===== src/design/ohlc_pkg.sv =====
// ----------------------------------------------------------------------------
// ohlc_pkg
// Shared types and widths of the OHLCV trade aggregator.
// ----------------------------------------------------------------------------
package ohlc_pkg;

   localparam int unsigned PriceWidth   = 32;
   localparam int unsigned SumWidth     = 64;
   localparam int unsigned ReqDataWidth = 96;
   localparam int unsigned RspDataWidth = 448;

   // One trade after the product stage
   typedef struct packed {
      logic [PriceWidth-1:0] price;
      logic [PriceWidth-1:0] volume;
      logic [PriceWidth-1:0] seq_index;
      logic                  last;
      logic [SumWidth-1:0]   price_sq;
      logic [SumWidth-1:0]   volume_sq;
   } trade_type;

   // One finished candlestick record
   typedef struct packed {
      logic [PriceWidth-1:0] open_price;
      logic [PriceWidth-1:0] high_price;
      logic [PriceWidth-1:0] low_price;
      logic [PriceWidth-1:0] close_price;
      logic [SumWidth-1:0]   volume_total;
      logic [PriceWidth-1:0] trade_count;
      logic [SumWidth-1:0]   price_total;
      logic [SumWidth-1:0]   price_square_total;
      logic [SumWidth-1:0]   volume_square_total;
      logic [PriceWidth-1:0] open_seq;
   } record_type;

endpackage


===== src/design/ohlc_front.sv =====
// ----------------------------------------------------------------------------
// ohlc_front
// Accepts trades and registers them together with the price and volume squares.
// ----------------------------------------------------------------------------
module ohlc_front
   import ohlc_pkg::*;
(
   input  logic                  clock,
   input  logic                  reset,
   input  logic                  req_valid,
   output logic                  req_ready,
   input  logic [PriceWidth-1:0] req_price,
   input  logic [PriceWidth-1:0] req_volume,
   input  logic [PriceWidth-1:0] req_seq_index,
   input  logic                  req_last,
   output logic                  push_valid,
   input  logic                  push_ready,
   output trade_type             push_item
);

   logic      stage_valid_ff;
   logic      stage_valid_in;
   trade_type stage_item_ff;
   logic      accept;

   // Take a new trade whenever the stage is empty or drains this cycle
   assign req_ready = !stage_valid_ff || push_ready;
   assign accept    = req_valid && req_ready;

   always_comb begin
      if (accept) begin
         stage_valid_in = 1'b1;
      end else if (push_ready) begin
         stage_valid_in = 1'b0;
      end else begin
         stage_valid_in = stage_valid_ff;
      end
   end

   always_ff @(posedge clock) begin
      if (reset) begin
         stage_valid_ff <= 1'b0;
      end else begin
         stage_valid_ff <= stage_valid_in;
      end
   end

   // Square price and volume, one multiplier each, registered
   always_ff @(posedge clock) begin
      if (accept) begin
         stage_item_ff.price     <= req_price;
         stage_item_ff.volume    <= req_volume;
         stage_item_ff.seq_index <= req_seq_index;
         stage_item_ff.last      <= req_last;
         stage_item_ff.price_sq  <= SumWidth'(req_price) * SumWidth'(req_price);
         stage_item_ff.volume_sq <= SumWidth'(req_volume) * SumWidth'(req_volume);
      end
   end

   assign push_valid = stage_valid_ff;
   assign push_item  = stage_item_ff;

endmodule


===== config.mk =====
export PLATFORM = sky130hd
export DESIGN_NAME = ohlc_front
export DESIGN_NICKNAME = d
export VERILOG_FILES = /design/src/design/ohlc_pkg.sv /design/src/design/ohlc_front.sv
export SDC_FILE = /design/constraint.sdc
export NUM_CORES = 2
export LEC_CHECK = 0
export ABC_AREA = 1
export ABC_CLOCK_PERIOD_IN_PS = 15450
export BUFFER_PORTS_ARGS = -buffer_cell sky130_fd_sc_hd__buf_2
export CAP_MARGIN = 25
export CELL_PAD_IN_SITES_DETAIL_PLACEMENT = 1
export CELL_PAD_IN_SITES_GLOBAL_PLACEMENT = 2
export CORE_UTILIZATION = 40
export DETAILED_ROUTE_END_ITERATION = 10
export PLACE_DENSITY_LB_ADDON = 0.1
export SLEW_MARGIN = 15
export SYNTH_ARGS = -nofsm -noshare
export SYNTH_HDL_FRONTEND = slang
export SYNTH_SLANG_ARGS = --single-unit

===== constraint.sdc =====
create_clock -name clock -period 15.45 [get_ports clock]
set_input_delay 0.7725 -clock clock [delete_from_list [all_inputs] [get_ports clock]]
set_output_delay 0.7725 -clock clock [all_outputs]
set_load 0.1 [all_outputs]

# Word-level counts from Yosys, hierarchy flattened
# Cells that the tools add are included.
[totals]
ff_bits = 226
inputBits = 101
output_inout_bits = 227
word_cells = 15
[op_classes]
mul = 2
mux = 2
n_reduce_logical = 4
[op_table]
columns = ["operator", "count"]
rows = [
  ["multiplier 32 x 32 -> 64 bit", 2],
  ["two-way mux 1 bit", 2],
  ["nonzero test 2 bit", 1],
  ["logical AND 1 bit", 1],
  ["zero test 1 bit", 1],
  ["logical OR 1 bit", 1],
]

# Logic depth before layout (Yosys ltp)
[depth]
depth_word = 4
mapped_depth = 32
ltp_nobuf = 30

# Worst setup path after synthesis
# OpenSTA, ideal clock, no wires.
[synth_path]
path_type = "flip-flop to flip-flop"
start = "register stage_valid_ff (netlist: push_valid)"
end = "register stage_item_ff, in the netlist push_item[100] (enable)"
setup_ns = 0.873
arrival_time_ns = 11.449
required_time_ns = 14.577
path_slack_ns = 3.128
stages_incl_launch_ff = 2
n_path_buf = 0
synth_period_minus_slack_ns = 12.322
path_cell_list = "dfxtp_1 -> a21oi_1"
[synth_between]
elab_chain_len = 3
[synth_rtl]
columns = ["item", "line", "rtl"]
rows = [
  ["start: declaration", "ohlc_front.sv:21", "logic stage_valid_ff;"],
  ["start signal: assignment", "ohlc_front.sv:44", "stage_valid_ff <= stage_valid_in;"],
  ["zero test 1 bit", "ohlc_front.sv:27", "assign req_ready = !stage_valid_ff || push_ready;"],
  ["logical OR 1 bit", "ohlc_front.sv:27", ""],
  ["logical AND 1 bit", "ohlc_front.sv:28", "assign accept = req_valid && req_ready;"],
  ["net accept", "ohlc_front.sv:24", "logic accept;"],
  ["end: declaration", "ohlc_front.sv:23", "trade_type stage_item_ff;"],
]
# The timed path passes the listed nets, and every way through them passes these cells.
# A chain may end at the register's enable or synchronous reset.

# Worst setup path after layout
[layout_path]
start = "input req_volume[23]"
end = "register stage_item_ff, in the netlist push_item[53] (data pin)"
[layout_between]
elab_chain_len = 1
[layout_rtl]
columns = ["item", "line", "rtl"]
rows = [
  ["start: declaration", "ohlc_front.sv:13", "input logic [PriceWidth-1:0] req_volume,"],
  ["multiplier 32 x 32 -> 64 bit", "ohlc_front.sv:56", "stage_item_ff.volume_sq <= SumWidth'(req_volume) * SumWidth'(req_volume);"],
]
# No other way between the ends.

==> flow_summary.json <==
{
  "outcome": "finished clean",
  "synth_top_area_cell": "fa_1",
  "drtIter0Drc": 2620,
  "routedWlPerCell_um": 20.7,
  "drcViolationCount": 0,
  "fp.dieH_um": 420,
  "clk_latency_ps": 650,
  "finalWirelength_mm": 227,
  "detailed_place_hpwl_mm": 184,
  "grt_pass1_wl_mm": 356,
  "ios": 328,
  "postCtsSetupRepairBufs": 0,
  "finalMaxSlewViolations": 0,
  "relSlewSlack": 0.297,
  "min_to": "push_item[139]",
  "routabilityCongestion": 0.890,
  "grt_usage": 0.269,
  "crit_required_ps": 15820,
  "drive_above_1_share": 0.0639,
  "syn_area_sq_um": 70000,
  "maxCapViolCount": 0,
  "worst_r2r_endpoint": "push_item[62]",
  "hold_viol": 0,
  "setup_violations": 0,
  "worst_clock_skew_ps": 27.8,
  "synth.most_common_cell": "inv_1",
  "seq_area_frac_synth": 0.0951,
  "core_sq_um": 174000,
  "cts_tree": "done",
  "die_x_um": 420,
  "final.period_utilization": 0.498,
  "reg2reg_depth": 3,
  "start_util": 0.403,
  "fin_crit_ps": 7700,
  "dpl_cell_area_sq_um": 74200,
  "worstPathArrival_ps": 8070,
  "cts_buffers": 35,
  "h-tree-depth": 2,
  "post_drt_via_cell_ratio": 4.75,
  "vias": 52000,
  "fp.dieArea_sq_um": 177000,
  "ys_warn_count": 0,
  "async_flop_share": 0,
  "overflow": 0,
  "worst_slew_pin_slew_ps": 1050,
  "fmax_mhz": 130,
  "setup-tns-final_ps": 0,
  "antenna_left": 0,
  "synth-edff-count": 221,
  "cts_resized": 0,
  "r2r_setup_slack_ps": 13000,
  "area_delta_synth_final_pct": 7.75,
  "root_buffer": "clkbuf_16",
  "clk_pin_slew_ps": 60,
  "startpoint_type": "input port",
  "critPathKind": "input port to register",
  "hold_path_depth": 1,
  "synth_top_area_frac": 0.453,
  "reg2reg_from": "push_valid",
  "hold_start": "req_seq_index[10]",
  "ys_seq_elements": 222,
  "synthesis.instances": 8382,
  "ys_top_cells_by_area": "fa_1 45%, inv_1 15%, nand2_1 11%",
  "clkSinkCount": 222,
  "io_buffer_count": 325,
  "hold_path_class": "input port to register",
  "antenna_found_initial": 2,
  "synth.top_cells.by_count": "2,881 x inv_1, 2,096 x nand2_1, 1,584 x fa_1",
  "rows": 153,
  "grt_pass1_vias": 59100,
  "cts_max_path_buffers": 3,
  "yosys_most_used_dff": "edfxtp_1",
  "dr.pass1.iters": 5,
  "syn_area_per_cell_sq_um": 8.35,
  "rsz0062_at_grt": "no",
  "grt_max_degree": 106,
  "cts_hold_buf": 0,
  "crit_fanout": 33,
  "synth_cell_types": 36,
  "finalNetCount": 10900,
  "final_area_sq_um": 75400,
  "cp-end-kind": "register"
}
cell usage in the layout, fill, tap and decap left out, types with 3 or more instances in the layout:
cell,n
a21oi_1,102
clkbuf_1,3
fa_1,1584
buf_2,325
diode_2,4
and3_1,3
clkbuf_16,35
nor3_2,10
nor2_4,3
clkinv_1,4
a21o_1,8
o21bai_1,48
inv_2,20
a31o_2,11
inv_1,2881
o21ai_0,10
nand4_1,29
clkinv_2,6
nor2_2,28
buf_12,5
nor3_1,20
nand2_1,2096
xnor2_1,32
clkinvlp_4,5
nand2_2,12
edfxtp_1,221
a31oi_1,4
ha_1,596
inv_6,3
nor2_1,200
buf_4,59
xor2_1,122
nand3_1,106
or2_2,10
nand3_2,10
area by class of cell:
| type | instances | area [sq um] |
|---|---|---|
| fillers | 21000 | 98400 |
| multi-input cells | 5052 | 51700 |
| inverters | 2903 | 10900 |
| flip-flops and latches | 222 | 6660 |
| well taps | 2325 | 2910 |
| repair buffers | 389 | 2170 |
| clock buffers | 38 | 887 |
| clock inverters | 22 | 225 |
| diodes | 4 | 10.0 |
stage by stage:
stage               std cells  hold slack, ps  setup WS [ps]  utilization
finish                  11000             302           7750        0.434
global route            11000             276           7420        0.434
CTS                     10900             245           7800        0.433
detailed placement      10900             530           7140        0.427
global placement        10900             521           7150        0.427
floorplan                8383             842           3130            -
registers in the layout, indices dropped and copies added, names as in the netlist:
signal and cells:
push_item 221, push_valid 1
logic make-up after synthesis:
| group | count (synthesis) | share of synthesized area |
|---|---|---|
| compound gates | 186 | 0.0160 |
| flops | 222 | 0.0951 |
| other cells | 1 | 0.0000536 |
| fa+ha+maj | 2180 | 0.559 |
| buf+inv | 3109 | 0.167 |
| simple gates | 2530 | 0.143 |
| xor+xnor | 154 | 0.0193 |
routing by layer:
layer / vias to the layer above / part of all wire / global-route usage
met5: - / 0.000057 / 0
met4: 2 / 0.012 / 0.0323
met3: 147 / 0.058 / 0.0420
met2: 1030 / 0.44 / 0.413
met1: 27000 / 0.49 / 0.409
li1: 23800 / - / -
critical path: stages:
cell     delay, ps
buf_2          740
nand2_1        280
fa_1           560
fa_1           520
fa_1           460
fa_1           540
inv_1           70
fa_1           560
fa_1           440
fa_1           490
inv_1           60
fa_1           730
inv_1           90
ha_1           460
nand2_1        210
nor2_2         170
inv_2           70
nor3_2         270
nand2_1        100
inv_1           90
nand3_1        120
nand3_1        110
nand2_1        110
worst max-delay path by stage:
stage                                 to            from  depth (start not counted)
after floorplan           push_item[100]      push_valid                          1
after global placement     push_item[52]  req_volume[28]                         25
after detailed placement  push_item[125]    req_price[9]                         25
after CTS                  push_item[93]    req_price[9]                         21
after global routing      push_item[102]    req_price[3]                         26
final                      push_item[53]  req_volume[23]                         23
Power is not shown: default switching activity piles up to over one toggle a cycle in this logic, so the estimate is an artifact.
