## src/design/ohlc_pkg.sv

```systemverilog
// ----------------------------------------------------------------------------
// ohlc_pkg
// Shared types and widths of the OHLCV trade aggregator.
// ----------------------------------------------------------------------------
package ohlc_pkg;

   localparam int unsigned PriceWidth   = 32;
   localparam int unsigned SumWidth     = 64;
   localparam int unsigned ReqDataWidth = 96;
   localparam int unsigned RspDataWidth = 448;

   // One trade after the product stage
   typedef struct packed {
      logic [PriceWidth-1:0] price;
      logic [PriceWidth-1:0] volume;
      logic [PriceWidth-1:0] seq_index;
      logic                  last;
      logic [SumWidth-1:0]   price_sq;
      logic [SumWidth-1:0]   volume_sq;
   } trade_type;

   // One finished candlestick record
   typedef struct packed {
      logic [PriceWidth-1:0] open_price;
      logic [PriceWidth-1:0] high_price;
      logic [PriceWidth-1:0] low_price;
      logic [PriceWidth-1:0] close_price;
      logic [SumWidth-1:0]   volume_total;
      logic [PriceWidth-1:0] trade_count;
      logic [SumWidth-1:0]   price_total;
      logic [SumWidth-1:0]   price_square_total;
      logic [SumWidth-1:0]   volume_square_total;
      logic [PriceWidth-1:0] open_seq;
   } record_type;

endpackage

```

## src/design/ohlc_back.sv

```systemverilog
// ----------------------------------------------------------------------------
// ohlc_back
// Updates the run accumulators and holds the finished record for the receiver.
// ----------------------------------------------------------------------------
module ohlc_back
   import ohlc_pkg::*;
(
   input  logic       clock,
   input  logic       reset,
   input  logic       pop_valid,
   output logic       pop_ready,
   input  trade_type  pop_item,
   output logic       rsp_valid,
   input  logic       rsp_ready,
   output record_type rsp_record
);

   logic                  run_start_ff;
   logic                  run_start_in;
   logic                  rsp_valid_ff;
   logic                  rsp_valid_in;
   record_type            rsp_record_ff;
   record_type            acc_ff;
   record_type            acc_in;
   logic [PriceWidth-1:0] close_idx_ff;
   logic [PriceWidth-1:0] close_idx_in;
   logic                  out_free;
   logic                  fire;

   function automatic logic [SumWidth-1:0] sat_add(input logic [SumWidth-1:0] a,
                                                   input logic [SumWidth-1:0] b);
      logic [SumWidth:0] sum;
      sum = {1'b0, a} + {1'b0, b};
      return sum[SumWidth] ? '1 : sum[SumWidth-1:0];
   endfunction

   // Stall only a run-closing trade while the record slot is still occupied
   assign out_free  = !rsp_valid_ff || rsp_ready;
   assign pop_ready = !pop_item.last || out_free;
   assign fire      = pop_valid && pop_ready;

   // Start a fresh run or fold the trade into the current one
   always_comb begin
      acc_in       = acc_ff;
      close_idx_in = close_idx_ff;
      if (run_start_ff) begin
         acc_in.open_price          = pop_item.price;
         acc_in.high_price          = pop_item.price;
         acc_in.low_price           = pop_item.price;
         acc_in.close_price         = pop_item.price;
         acc_in.open_seq            = pop_item.seq_index;
         close_idx_in               = pop_item.seq_index;
         acc_in.trade_count         = PriceWidth'(1);
         acc_in.volume_total        = SumWidth'(pop_item.volume);
         acc_in.volume_square_total = pop_item.volume_sq;
         acc_in.price_total         = SumWidth'(pop_item.price);
         acc_in.price_square_total  = pop_item.price_sq;
      end else begin
         if (pop_item.seq_index < acc_ff.open_seq) begin
            acc_in.open_price = pop_item.price;
            acc_in.open_seq   = pop_item.seq_index;
         end
         if (pop_item.seq_index > close_idx_ff) begin
            acc_in.close_price = pop_item.price;
            close_idx_in       = pop_item.seq_index;
         end
         if (pop_item.price > acc_ff.high_price) begin
            acc_in.high_price = pop_item.price;
         end
         if (pop_item.price < acc_ff.low_price) begin
            acc_in.low_price = pop_item.price;
         end
         acc_in.volume_total        = sat_add(acc_ff.volume_total,
                                              SumWidth'(pop_item.volume));
         acc_in.volume_square_total = sat_add(acc_ff.volume_square_total,
                                              pop_item.volume_sq);
         acc_in.price_total         = sat_add(acc_ff.price_total,
                                              SumWidth'(pop_item.price));
         acc_in.price_square_total  = sat_add(acc_ff.price_square_total,
                                              pop_item.price_sq);
         if (acc_ff.trade_count != '1) begin
            acc_in.trade_count = acc_ff.trade_count + 1'b1;
         end
      end
   end

   // Control: run start flag and record slot
   always_comb begin
      run_start_in = run_start_ff;
      if (fire) begin
         run_start_in = pop_item.last;
      end
      if (fire && pop_item.last) begin
         rsp_valid_in = 1'b1;
      end else if (rsp_ready) begin
         rsp_valid_in = 1'b0;
      end else begin
         rsp_valid_in = rsp_valid_ff;
      end
   end

   always_ff @(posedge clock) begin
      if (reset) begin
         run_start_ff <= 1'b1;
         rsp_valid_ff <= 1'b0;
      end else begin
         run_start_ff <= run_start_in;
         rsp_valid_ff <= rsp_valid_in;
      end
   end

   // Hold accumulators and load the record on a run-closing trade
   always_ff @(posedge clock) begin
      if (fire) begin
         acc_ff       <= acc_in;
         close_idx_ff <= close_idx_in;
         if (pop_item.last) begin
            rsp_record_ff <= acc_in;
         end
      end
   end

   assign rsp_valid  = rsp_valid_ff;
   assign rsp_record = rsp_record_ff;

endmodule

```

## config.mk

```make
export PLATFORM = sky130hd
export DESIGN_NAME = ohlc_back
export DESIGN_NICKNAME = d
export VERILOG_FILES = /design/src/design/ohlc_pkg.sv /design/src/design/ohlc_back.sv
export SDC_FILE = /design/constraint.sdc
export NUM_CORES = 2
export LEC_CHECK = 0
export ABC_AREA = 1
export BUFFER_PORTS_ARGS = -buffer_cell sky130_fd_sc_hd__buf_2
export CORE_ASPECT_RATIO = 1.25
export CORE_MARGIN = 1.5
export CORE_UTILIZATION = 35
export CTS_BUF_LIST = sky130_fd_sc_hd__clkbuf_8
export CTS_CLUSTER_DIAMETER = 60
export DETAILED_ROUTE_END_ITERATION = 10
export PLACE_DENSITY = 0.64
export SYNTH_ARGS = -nofsm -noshare
export SYNTH_HDL_FRONTEND = slang
export SYNTH_SLANG_ARGS = --single-unit
```

## constraint.sdc

```tcl
create_clock -name clock -period 43.8 [get_ports clock]
set_input_delay 4.38 -clock clock [delete_from_list [all_inputs] [get_ports clock]]
set_output_delay 4.38 -clock clock [all_outputs]
set_load 0.05 [all_outputs]
```

* After elaboration in Yosys (flattened, before gate mapping)
Index checks and enable logic that the tools add are counted.
** Word-level totals
- Register bits after elaboration :: 930
- Output and inout bits :: 450
- Logic and storage cells :: 58
** Cells by class
- Add/sub/neg operators :: 5
- Magnitude comparators :: 4
- Eq/ne operators :: 1
- Multiplexer cells :: 15
- Reductions and logical operators :: 10
** Operator list (count)
- $mux 448 :: 1
- $mux 32 :: 8
- $mux 64 :: 4
- $add 64x32->65 :: 2
- $add 64x64->65 :: 2
- $gt 32x32->1 :: 2
- $lt 32x32->1 :: 2
- $add 32x1->32 const B :: 1
- $ne 32x32->1 const B :: 1
- $reduce_and 2->1 :: 2
- $reduce_bool 2->1 :: 2
- $logic_and 1x1->1 :: 2
- $logic_not 1->1 :: 2
- $logic_or 1x1->1 :: 2
- $mux 1 :: 2

* Depth between registers and ports, before layout
- Depth in word-level cells :: 6
- Mapped depth :: 18
- Gate-level depth less buffers :: 17

* Worst setup path before layout
Ideal clock, no wire load.
- Path kind :: input to register
- From :: in rsp_ready
- To :: reg rsp_record_ff, in the netlist rsp_record[0], enable pin
- Data arrival time :: 23.361 ns
- Setup slack :: 19.700 ns
- Cell stages on the path :: 8
- Buffers on the path :: 0
- Path through :: inv_1 > nand2_1 > inv_1 > nand2_1 > nand2_1 > inv_1 > nand2_1 > inv_1
** On the way
- Word-level cells in the longest chain between the ends :: 4
** RTL lines
- start, declared :: RTL line ohlc_back.sv:14 : input logic rsp_ready,
- $logic_or 1x1->1 :: RTL line ohlc_back.sv:38 : assign out_free = !rsp_valid_ff || rsp_ready;
- $logic_or 1x1->1 :: RTL line ohlc_back.sv:39 : assign pop_ready = !pop_item.last || out_free;
- named net pop_ready :: RTL line ohlc_back.sv:11 : output logic pop_ready,
- $logic_and 1x1->1 :: RTL line ohlc_back.sv:40 : assign fire = pop_valid && pop_ready;
- named net fire :: RTL line ohlc_back.sv:28 : logic fire;
- $reduce_and 2->1 (no source line)
- end signal, assigned :: RTL line ohlc_back.sv:118 : rsp_record_ff <= acc_in;
- end, declared :: RTL line ohlc_back.sv:22 : record_type rsp_record_ff;
The timed path passes the listed nets, and every way through them passes these cells.
A chain may end at the register's enable or synchronous reset.

* Final worst setup path
- From :: in rsp_ready
- To :: out pop_ready
** On the way
- Word-level cells in the longest chain between the ends :: 2
** RTL lines (RTL line)
- $logic_or 1x1->1 :: ohlc_back.sv:38
- $logic_or 1x1->1 :: ohlc_back.sv:39
- end, declared :: ohlc_back.sv:11
No other way between the ends.

==> impl_metrics.json <==
{
  "cts.htree.levels": 4,
  "ctsResizeCount": 0,
  "setup_viol": 0,
  "critPathCaptureType": "output pin",
  "cp_cell_sequence": "buf_2, inv_1, nand2_1, inv_1, nand2_1, buf_2",
  "skew_ns": 0.0749,
  "syn_nets": 7914,
  "routed_wl_um": 208000,
  "worst_path_dominant_cell_family": "buffers and inverters",
  "root_buffer": "clkbuf_8",
  "ir_drop_v": 0.0000278,
  "route.detailed.drc": 0,
  "hold_violations": 0,
  "ys_seq_area_frac": 0.478,
  "gr-total-overflow": 0,
  "vias_per_cell": 4.87,
  "timing.fmax_mhz": 107,
  "hold_start": "acc_ff[423]$_DFFE_PP_",
  "synth_edf_count": 928,
  "syn_avg_cell_area_sq_um": 7.92,
  "boundaryPins": 679,
  "critPathLaunchType": "input pin",
  "worstPathMaxFanout": 2,
  "power_density_mw_per_mm2": 38.4,
  "crit_buf_inv": 4,
  "finalNetCount": 8664,
  "post-dp-hpwl_um": 164000,
  "worst_ep_required_time_ns": 39.42,
  "final_common_cell": "nand2_1",
  "relSlewSlack": 0.289,
  "tns_ns": 0,
  "hp-class": "reg -> reg",
  "worstMarginPinSlew_ns": 1.07,
  "slowest_stage": "buf_2",
  "cp-startpoint": "rsp_ready",
  "antenna_left": 0,
  "rsz0062_at_grt": "no",
  "cts_hold_buf": 0,
  "start_util": 0.352,
  "gp_congestion": 0.961,
  "avgRoutedWirePerCell_um": 19.9,
  "mostFrequentLayoutCells": "nand2_1 (2595), inv_1 (1332), edfxtp_1 (928)",
  "vias": 50890,
  "power.leakage_nw": 33.4,
  "grt_antenna_before_repair": 47,
  "grt_usage": 0.242,
  "grt_pass1_vias": 49471,
  "status": "finished, final reports clean",
  "grt_max_degree": 150,
  "first_pass_iters": 8,
  "path_clk_slew_ns": 0.06,
  "synth_area_sq_mm": 0.0583,
  "synth_seq_cells": 930,
  "core_sq_mm": 0.166,
  "fin_crit_sh": 0.213,
  "drive_gt1_frac": 0.138,
  "final_util": 0.407,
  "final.min_clock_period_ns": 9.33,
  "synthArstFlopShare": 0,
  "hold_slack_ns": 0.578,
  "die-area_sq_mm": 0.169,
  "clkSinkCount": 930,
  "maxSlewViolCount": 0,
  "die_w_um": 368,
  "synth.distinct_cells": 51,
  "critical_path.max_stage_delay_ns": 0.26,
  "port_buffers": 678,
  "syn2layout_area_growth_pct": 15.6,
  "crit_arrival_ns": 4.95,
  "reg2reg_from": "rsp_valid$_SDFFE_PP0P_",
  "grt_pass1_wl_um": 308000,
  "drt_first_iter_violations": 4054,
  "maxCapViolations": 0,
  "die_y_um": 459,
  "num_rows": 167,
  "clock_latency_ns": 0.95,
  "synth_top_flop_cell": "edfxtp_1",
  "worstSetupPathType": "in -> out",
  "cts_buffers": 160,
  "post-cts-setup-buffer-count": 0,
  "syn_inst": 7362,
  "yosys_warnings": 0,
  "cts_tree": "yes",
  "clockBufferDepth": 3
}
[synthesized netlist by cell type (4+ instances only)]
master,instances,area (sq um)
o21ai_2,11,96.3
a31oi_1,46,288
a21oi_1,220,1100
a21oi_4,10,163
ha_1,319,3990
or2_2,20,125
nor2_4,5,56.3
nor4_1,29,181
nand2_1,2598,9750
o211ai_1,4,30.0
clkbuf_1,61,229
inv_1,1301,4880
nand2_2,26,163
nand3b_1,19,143
nor3_1,62,310
and3_1,14,87.6
nor2_2,17,106
nand2_4,8,90.1
o21bai_1,20,150
a21oi_2,14,123
buf_6,15,169
xnor2_1,109,955
nor3_2,5,50.1
edfxtp_1,928,27900
fa_1,4,80.1
xor2_1,40,350
o21a_1,5,37.5
o21ai_0,121,606
inv_2,28,105
buf_1,9,33.8
o21ai_1,9,45.0
nand3_1,394,1970
nand4_1,62,388
nor2_1,732,2750
buf_2,26,130
nand3_2,45,450
[layout make-up]
type | count | area (sq um)
diodes | 17 | 42.5
clock buffers | 161 | 2220
clock inverters | 130 | 1060
fillers | 16949 | 98300
inverters | 1331 | 5020
multi-input cells | 4986 | 24800
flip-flops and latches | 930 | 27900
well taps | 2197 | 2750
repair buffers | 703 | 3620
[registers in the layout, summed over array words and instances, names as in the netlist]
name and flops:
rsp_record 448, rsp_valid 1, acc_ff 448, run_start_ff 1, close_idx_ff 32
[per-stage QoR]
stage	std cells	worst slack (ns)	total power, mW	instance area [sq um]
4_1_cts	10438	34.46	2.61	67400
5_1_grt	10441	34.42	2.71	67400
6_report	10455	34.47	2.59	67400
3_3_place_gp	10147	34.43	1.76	64100
3_5_place_dp	10147	34.46	1.77	64100
2_1_floorplan	7362	19.70	1.57	58300
[per-layer routing]
layer	wire (um)	global-route usage	share of wire	vias to the layer above
li1	-	-	-	24976
met1	88300	0.308	0.42	23587
met2	94100	0.392	0.45	1887
met3	17200	0.0605	0.082	404
met4	8420	0.0965	0.040	36
met5	239	0	0.0011	-
[power by group]
group          switching, mW  internal (mW)  total (mW)  leakage (nW)
clock                  0.406          0.430       0.836          1.79
sequential            0.0302           1.06        1.09          8.97
combinational          0.480          0.177       0.657          22.6
[path summary, 6_finish.rpt]
check                                    to  slack (ns)  cells after the start
setup / recovery                  pop_ready       34.47                      6
hold / removal    rsp_record[423]$_DFFE_PP_        0.58                      2
setup reg to reg      acc_ff[180]$_DFFE_PP_       39.37                      8
hold reg to reg   rsp_record[423]$_DFFE_PP_        0.58                      2
[cells by family after synthesis]
logic type,Yosys count,synth area share
DFF,930,0.478
buffers and inverters,1446,0.0962
xor gates and xnor gates,149,0.0224
AOI/OAI and AO/OA,469,0.0466
adders and majority gates,323,0.0698
and+or+nand+nor,4045,0.287
[tightest hold or removal path, delay by kind of cell, from the launching register on]
kind / cells / cell delay (ns)
flops: 1 / 0.32
simple gates: 2 / 0.15
Power figures use the tool's default switching activity.
