`config.mk`:
```
export PLATFORM = sky130hd
export DESIGN_NAME = ohlc_queue
export DESIGN_NICKNAME = d
export VERILOG_FILES = /design/src/design/ohlc_pkg.sv /design/src/design/ohlc_queue.sv
export SDC_FILE = /design/constraint.sdc
export NUM_CORES = 1
export LEC_CHECK = 0
export BUFFER_PORTS_ARGS = -buffer_cell sky130_fd_sc_hd__buf_2
export CELL_PAD_IN_SITES_DETAIL_PLACEMENT = 0
export CELL_PAD_IN_SITES_GLOBAL_PLACEMENT = 1
export CORE_UTILIZATION = 35
export CTS_CLUSTER_DIAMETER = 50
export CTS_CLUSTER_SIZE = 24
export DETAILED_ROUTE_END_ITERATION = 6
export PLACE_DENSITY_LB_ADDON = 0.1
export SYNTH_ARGS = -nofsm -noshare
export SYNTH_HDL_FRONTEND = slang
export SYNTH_SLANG_ARGS = --single-unit
```
`constraint.sdc`:
```
create_clock -name clock -period 8.3 [get_ports clock]
set_input_delay 0.83 -clock clock [delete_from_list [all_inputs] [get_ports clock]]
set_output_delay 0.83 -clock clock [all_outputs]
set_load 0.05 [all_outputs]
```
`src/design/ohlc_pkg.sv`:
```
// ----------------------------------------------------------------------------
// ohlc_pkg
// Shared types and widths of the OHLCV trade aggregator.
// ----------------------------------------------------------------------------
package ohlc_pkg;

   localparam int unsigned PriceWidth   = 32;
   localparam int unsigned SumWidth     = 64;
   localparam int unsigned ReqDataWidth = 96;
   localparam int unsigned RspDataWidth = 448;

   // One trade after the product stage
   typedef struct packed {
      logic [PriceWidth-1:0] price;
      logic [PriceWidth-1:0] volume;
      logic [PriceWidth-1:0] seq_index;
      logic                  last;
      logic [SumWidth-1:0]   price_sq;
      logic [SumWidth-1:0]   volume_sq;
   } trade_type;

   // One finished candlestick record
   typedef struct packed {
      logic [PriceWidth-1:0] open_price;
      logic [PriceWidth-1:0] high_price;
      logic [PriceWidth-1:0] low_price;
      logic [PriceWidth-1:0] close_price;
      logic [SumWidth-1:0]   volume_total;
      logic [PriceWidth-1:0] trade_count;
      logic [SumWidth-1:0]   price_total;
      logic [SumWidth-1:0]   price_square_total;
      logic [SumWidth-1:0]   volume_square_total;
      logic [PriceWidth-1:0] open_seq;
   } record_type;

endpackage

```
`src/design/ohlc_queue.sv`:
```
// ----------------------------------------------------------------------------
// ohlc_queue
// Short FIFO of trades between the product stage and the accumulators.
// ----------------------------------------------------------------------------
module ohlc_queue
   import ohlc_pkg::*;
#(
   parameter int unsigned Depth = 4
)
(
   input  logic      clock,
   input  logic      reset,
   input  logic      push_valid,
   output logic      push_ready,
   input  trade_type push_item,
   output logic      pop_valid,
   input  logic      pop_ready,
   output trade_type pop_item
);

   localparam int unsigned PtrWidth   = (Depth > 1) ? $clog2(Depth) : 1;
   localparam int unsigned CountWidth = $clog2(Depth + 1);

   trade_type               entries_ff [Depth];
   logic [PtrWidth-1:0]     wr_ptr_ff;
   logic [PtrWidth-1:0]     wr_ptr_in;
   logic [PtrWidth-1:0]     rd_ptr_ff;
   logic [PtrWidth-1:0]     rd_ptr_in;
   logic [CountWidth-1:0]   count_ff;
   logic [CountWidth-1:0]   count_in;
   logic                    push;
   logic                    pop;

   assign push_ready = (count_ff != CountWidth'(Depth));
   assign pop_valid  = (count_ff != '0);
   assign push       = push_valid && push_ready;
   assign pop        = pop_valid && pop_ready;
   assign pop_item   = entries_ff[rd_ptr_ff];

   // Advance pointers with wrap at the queue depth
   always_comb begin
      wr_ptr_in = wr_ptr_ff;
      rd_ptr_in = rd_ptr_ff;
      count_in  = count_ff;
      if (push) begin
         wr_ptr_in = (wr_ptr_ff == PtrWidth'(Depth - 1)) ? '0 : wr_ptr_ff + 1'b1;
      end
      if (pop) begin
         rd_ptr_in = (rd_ptr_ff == PtrWidth'(Depth - 1)) ? '0 : rd_ptr_ff + 1'b1;
      end
      if (push && !pop) begin
         count_in = count_ff + 1'b1;
      end else if (pop && !push) begin
         count_in = count_ff - 1'b1;
      end
   end

   always_ff @(posedge clock) begin
      if (reset) begin
         wr_ptr_ff <= '0;
         rd_ptr_ff <= '0;
         count_ff  <= '0;
      end else begin
         wr_ptr_ff <= wr_ptr_in;
         rd_ptr_ff <= rd_ptr_in;
         count_ff  <= count_in;
      end
   end

   // Write storage
   always_ff @(posedge clock) begin
      if (push) begin
         entries_ff[wr_ptr_ff] <= push_item;
      end
   end

endmodule

```
### Yosys cells after proc, flatten, opt, wreduce, memory -nomap -nowiden

Memories as Yosys holds them, arrays and structs flattened. A register that Yosys moved wholly into a read port is not among the register bits.
Cells that the tools add are included.

| word-level totals | value |
|---|---|
| logic and storage cells | 27 |
| bits of input ports | 229 |
| register bits after elaboration | 7 |
| memory bits (writable) | 900 |
| output and inout port bits | 227 |
| memories kept | 1 |

| cells by class | value |
|---|---|
| equality and inequality tests | 3 |
| reduce and logical (&&, ||, !) cells | 8 |
| multiplexer cells | 8 |
| add/sub/neg operators | 4 |

Memory list:

| name | words | width | rd ports | clocked after Yosys merged registers in | wr ports | line | RTL |
|---|---|---|---|---|---|---|---|
| entries_ff | 4 | 225 | 1 | 1 | 1 | ohlc_queue.sv:24 | `trade_type entries_ff [Depth];` |

Operators by type and width:

| kind | number |
|---|---|
| $mux W2 | 4 |
| $mux W3 | 2 |
| $add A2 B1 Y2 const B | 2 |
| $eq A2 B2 Y1 const B | 2 |
| $logic_and A1 B1 Y1 | 4 |
| $add A3 B1 Y3 const B | 1 |
| $ne A3 B3 Y1 const B | 1 |
| $reduce_bool A3 Y1 | 1 |
| $sub A3 B1 Y3 const B | 1 |
| $logic_not A1 Y1 | 2 |
| $mux W1 | 2 |
| $reduce_bool A2 Y1 | 1 |

### Depth between registers and ports, before layout

Gate-level depths: netlist of the first run.

| depth | value |
|---|---|
| word-level depth | 6 |
| depth in mapped cells | 9 |
| mapped depth without buffers | 8 |

### Worst setup path before layout of the first run

No wires, ideal clock.

| timing | value |
|---|---|
| path type | register -> register |
| from | register count_ff[0] |
| to | memory entries_ff[1][0] in the netlist's numbering (enable) |
| buffers on the path | 1 |
| library setup time | 616 ps |
| data required time | 7684 ps |
| arrival | 6387 ps |
| stages on the path, launching flop included | 4 |
| period minus slack after synthesis | 7003 ps |
| setup slack | 1297 ps |
| cell sequence | dfxtp_1 -> or3b_1 -> clkbuf_1 -> and3_1 |

| on the way | value |
|---|---|
| longest elaborated chain between the ends | 4 |

Ends and longest elaborated chain:

| item | line | RTL |
|---|---|---|
| from (decl) | ohlc_queue.sv:29 | `logic [CountWidth-1:0] count_ff;` |
| from (signal assigned) | ohlc_queue.sv:66 | `count_ff <= count_in;` |
| $ne A3 B3 Y1 | ohlc_queue.sv:34 | `assign push_ready = (count_ff != CountWidth'(Depth));` |
| net push_ready | ohlc_queue.sv:14 | `output logic push_ready,` |
| $logic_and A1 B1 Y1 | ohlc_queue.sv:36 | `assign push = push_valid && push_ready;` |
| $mux W1 | ohlc_queue.sv:72 | `if (push) begin` |
| $mux W1 (implied by the code) | ohlc_queue.sv:73 | `entries_ff[wr_ptr_ff] <= push_item;` |
| to (decl) | ohlc_queue.sv:24 |  |

The timed path passes the listed nets, and every way through them passes these cells.

==> impl_metrics.tcl, run 1 <==
set metrics [dict create \
    rows 112 \
    fp.dieW_microns 309 \
    grt_pass1_vias 15700 \
    wl_met3_mm 6.39 \
    yosys.area_share.simple 0.00304 \
    cts-root-buf "clkbuf_16" \
    timing.final.ws_setup_ns 3.90 \
    nNetsFinal 1985 \
    relSlewSlack 0.288 \
    switching_power_mw 4.67 \
    synth_seq_cells 909 \
    setup_viol 0 \
    required_ns 7.47 \
    p_int_mw 9.16 \
    arrival_ns 3.57 \
    mappedNetlistNets 1459 \
    synth_top_cell_by_area "edfxtp_1" \
    maxSlewViolCount 0 \
    grtUsageTotal 0.152 \
    antenna_found_initial 25 \
    die_area_sq_um 95300 \
    worst_pin_slew_ns 1.07 \
    start_util 0.353 \
    finalHoldViolCount 0 \
    antenna_left 0 \
    drc 0 \
    via_per_inst 4.78 \
    synth_area_leaders "edfxtp_1, mux4_2, buf_6" \
    core-area_sq_um 93200 \
    end_kind "output pin" \
    io_pins 456 \
    path_max_fanout 78 \
    p_comb_frac 0.261 \
    synth_area_per_cell_sq_um 26.9 \
    top_layer "met5" \
    cts_tree "yes" \
    synth_edf_count 900 \
    grt_pass1_wl_mm 105 \
    synth-main-ff-cell "edfxtp_1" \
    synthTopCellsByCount "edfxtp_1, mux4_2, buf_2" \
    synth_adder_area_share 0.00289 \
    cts_buffers 104 \
    io_buffers 455 \
    post-place-ws_ns 4.43 \
    finalClockSkew_ns 0.0227 \
    syn_inst 1223 \
    ctsHoldBuffers 0 \
    synth_top_family_by_area "multiplexers" \
    dpl.hpwl_mm 43.3 \
    cts_resized 0 \
    dr.pass1.iters 4 \
    critical_path.startpoint_type "register" \
    insertion_delay_ns 0.67 \
    routed_wl_mm 72.5 \
    p_leak_nw 13.2 \
    synth_compound_area_frac 0.000912 \
    synthMostInstantiatedCell "edfxtp_1" \
    swShare 0.338 \
    dr_wl_met2_mm 35.4 \
    syn_area_sq_um 32900 \
    area_growth_pct 22.0 \
    tns_ns 0 \
    via_count 14800 \
    ir_drop_mv 0.233 \
    max_freq_mhz 227 \
    clk_pin_slew_ns 0.07 \
    fillers 8111 \
    drive_above_1_share 0.483 \
    min_path_type "input pin to register" \
    netlist.area_leader.share 0.821 \
    post_cts_buffers 0 \
    power_per_cell_area_nw_per_um2 345 \
    run_status "finished clean" \
    power_frac_seq 0.411 \
    seq_area_frac_synth 0.827 \
    cts_buffer_depth 3 \
    synth_xor_area_frac 0.000532 \
    fin_util 0.431 \
    h-tree-depth 3 \
    gp_congestion 0.691 \
    yosysUniqueCellTypes 24 \
    rsz0062_at_grt "no" \
    grt_max_degree 123 \
    wl_met1_mm 29.3 \
    fin_crit_sh 0.530 \
    cts.sinks 909 \
    post_drt_wl_per_cell_microns 23.4 \
    yosysWarnings 0 \
    drv_cap 0 \
    crit_type "register to output pin" \
    pwr-share-clk 0.328 \
    grt_overflow 0 \
    period_minus_slack_ns 4.40 \
    synth_mux_area_frac 0.155 \
    async_reset_ff_frac 0 \
    die_h_microns 309 \
    drt_iter0_drc 885 \
]
-- final timing paths --
kind | endpoint | slack (ns) | from | depth (start not counted)
worst max-delay path | pop_item[218] | 3.90 | register | 4
worst min-delay path | entries_ff[3][123] | 0.35 | push_item[123] | 1
worst max register to register | entries_ff[2][168] | 5.18 | count_ff[0] | 4
worst min register to register | register | 0.49 | rd_ptr_ff[0] | 2
-- flip-flops by register name, indices dropped and copies added, names as in the netlist, named ones only --
register and count:
count_ff 3, entries_ff 900, rd_ptr_ff 2, wr_ptr_ff 2
-- placed cells by master, fill, tap and decap left out, types with 7 or more instances in the layout --
master and count:
edfxtp_1 900, buf_2 455, mux4_2 225, clkbuf_16 104, inv_6 20, clkinv_4 14
clkinv_2 13, clkinvlp_4 13, buf_4 10, bufinv_16 7, clkbuf_1 7, dfxtp_1 7
buf_12 7
-- metrics by stage --
step | instance area (sq um) | power [mW] | hold slack [ns] | std cells
CTS | 40100 | 14.1 | 0.287 | 3090
global placement | 36600 | 9.48 | 0.464 | 2897
finish | 40100 | 13.8 | 0.351 | 3092
detailed placement | 36600 | 9.49 | 0.492 | 2897
floorplan | 32900 | 8.59 | 0.463 | 1223
global route | 40100 | 14.4 | 0.309 | 3091
-- layout make-up --
class | count | area [sq um] | share of cell area
multi-input cells | 259 | 5360 | 0.134
repair buffers | 472 | 2490 | 0.0621
clock inverters | 82 | 857 | 0.0214
clock buffers | 111 | 2630 | 0.0655
flip-flops and latches | 909 | 27200 | 0.678
diodes | 2 | 5.00 | 0.000125
well taps | 1254 | 1570 | 0.0391
inverters | 3 | 11.3 | 0.000281
-- critical path, cell delays in order, from the launching register on --
cell	delay (ns)
dfxtp_4	0.58
buf_4	0.74
buf_12	0.60
mux4_2	0.63
buf_2	0.24
-- power by group through the flow --
stage / clock (mW) / sequential [mW] / combinational, mW
finish: 4.54 / 5.68 / 3.61
global route: 4.85 / 5.72 / 3.81
CTS: 4.69 / 5.69 / 3.71
detailed placement: 0 / 5.79 / 3.70
global placement: 0 / 5.77 / 3.71
floorplan: 0 / 5.80 / 2.79
-- logic make-up (layout without fill, tap and decap cells) --
family          Yosys count  after routing
xor+xnor                  2              2
fa+ha+maj                 7              7
other cells               0              2
mux                     228            228
buf+inv                  55            668
compound gates            5              5
flops                   909            909
simple gates             17             17
-- layer usage --
metal	track usage	vias to the layer above
met1	0.191	7768
met2	0.243	398
met5	0	-
li1	-	6447
met4	0.0434	40
met3	0.0614	125
(Power assumes the default switching activity.)
==> inputs of run 2 (changes only) <==
- clock period: 8.3 -> 4.1 ns (I/O delays scaled with it)
==> impl_metrics.tcl, run 2 (synthesis gave the netlist of run 1 again) <==
set metrics [dict create \
    finalClockSkew_ns 0.0157 \
    insertion_delay_ns 0.68 \
    final_common_cell "edfxtp_1" \
    end_kind "output pin" \
    relSlewSlack 0.461 \
    finalHoldViolCount 0 \
    worst_pin_slew_ns 0.809 \
    rsz0062_at_grt "no" \
    via_per_inst 4.69 \
    gp_congestion 0.722 \
    path_buf_inv 2 \
    io_pins 456 \
    maxSlewViolCount 0 \
    rows 112 \
    crit_type "register to output pin" \
    post_cts_buffers 0 \
    cts-root-buf "clkbuf_16" \
    clk_pin_slew_ns 0.06 \
    period_minus_slack_ns 3.18 \
    power_per_cell_area_nw_per_um2 674 \
    final_cell_mix "edfxtp_1, buf_2, dlygate4sd3_1, mux4_2, clkbuf_16" \
    run_status "finished clean" \
    largest-register "entries_ff" \
    post_drt_wl_per_cell_microns 22.8 \
    fp.dieW_microns 309 \
    min_path_type "input pin to register" \
    tns_ns 0 \
    cp_top_family "flip-flops" \
    largest_reg_flops 900 \
    path_max_fanout 26 \
    nNetsFinal 2237 \
    ir_drop_mv 0.378 \
    core-area_sq_um 93200 \
    die_area_sq_um 95300 \
    setup_viol 0 \
    drv_cap 0 \
    antenna_found_initial 7 \
    grt_overflow 0 \
    area_growth_pct 30.8 \
    grt_pass1_wl_mm 111 \
    drc 0 \
    cts_tree "yes" \
    worstPathCellList "buf_4 > mux4_2 > buf_2" \
    arrival_ns 2.77 \
    cts.sinks 909 \
    cts_buffers 110 \
    dpl.hpwl_mm 46.0 \
    max_freq_mhz 315 \
    grt_pass1_vias 17500 \
    io_buffers 455 \
    drive_above_1_share 0.437 \
    die_h_microns 309 \
    p_leak_nw 14.5 \
    drt_iter0_drc 918 \
    power_mw 29.0 \
    crit_slowest_cell "dfxtp_4" \
    required_ns 3.69 \
    grtUsageTotal 0.161 \
    h-tree-depth 3 \
    fin_crit_sh 0.775 \
    dr.pass1.iters 4 \
    cts_buffer_depth 3 \
    via_count 15700 \
    grt_max_degree 71 \
    start_util 0.353 \
    slowest_delay_ns 0.77 \
    top_regs "entries_ff (900), count_ff (3)" \
    critical_path.startpoint_type "register" \
    antenna_left 0 \
    routed_wl_mm 76.4 \
]
[run 2: cell count changes in the layout (fill, tap and decap cells not counted), sizes merged]
cell	before	now
buf	472	491
bufinv	7	10
clkbuf	111	113
clkinv	35	41
clkinvlp	13	11
dlygate4sd3	0	227
inv	30	37
[run 2: report_power, final]
group	switching, mW	internal [mW]
sequential	0.263	11.2
combinational	5.39	2.29
clock	4.12	5.71
total	9.78	19.2
[run 2: timing repair]
item,4_1_cts,5_1_grt
hold endpoints to repair,908,0
resized for setup,0,0
hold buffers,227,0
[run 2: through the flow]
step | cell area [sq um] | utilization | cells | setup slack (ns) | hold WS, ns
floorplan | 32900 | - | 1223 | -0.302 | 0.463
global placement | 37000 | 0.397 | 2916 | 1.53 | 0.470
detailed placement | 37000 | 0.397 | 2916 | 1.51 | 0.480
CTS | 43100 | 0.462 | 3352 | 0.742 | 0.0797
global route | 43100 | 0.462 | 3353 | 0.687 | 0.147
finish | 43100 | 0.462 | 3354 | 0.925 | 0.157
[run 2: metal layers]
layer  GRT usage  vias up  wire (microns)
li1            -     6934               -
met1       0.191     8245           30000
met2       0.279      400           39300
met3      0.0532      130            5300
met4      0.0464       12            1720
met5           0        -              77
[run 2: worst paths after layout]
kind	from	endpoint	slack [ns]	cells after the start
max reg2reg	count_ff[0]	entries_ff[1][167]	1.67	3
min reg2reg	rd_ptr_ff[0]	register	0.49	2
max	register	pop_item[141]	0.92	3
min	pop_ready	register	0.16	4
[run 2: final cells by class]
class	instances	area, sq um
Antenna cell	2	5.00
Fill cell	7899	50100
Clock buffer	113	2760
Tap cell	1254	1570
Clock inverter	96	1020
Sequential cell	909	27200
Inverter	3	11.3
Multi-Input combinational cell	259	5360
Timing Repair Buffer	718	5120
[run 2: worst min-delay path, cell delays in order]
cell and delay, ns:
buf_2 0.09, o31ai_1 0.13, nand2_1 0.10, a21oi_1 0.06
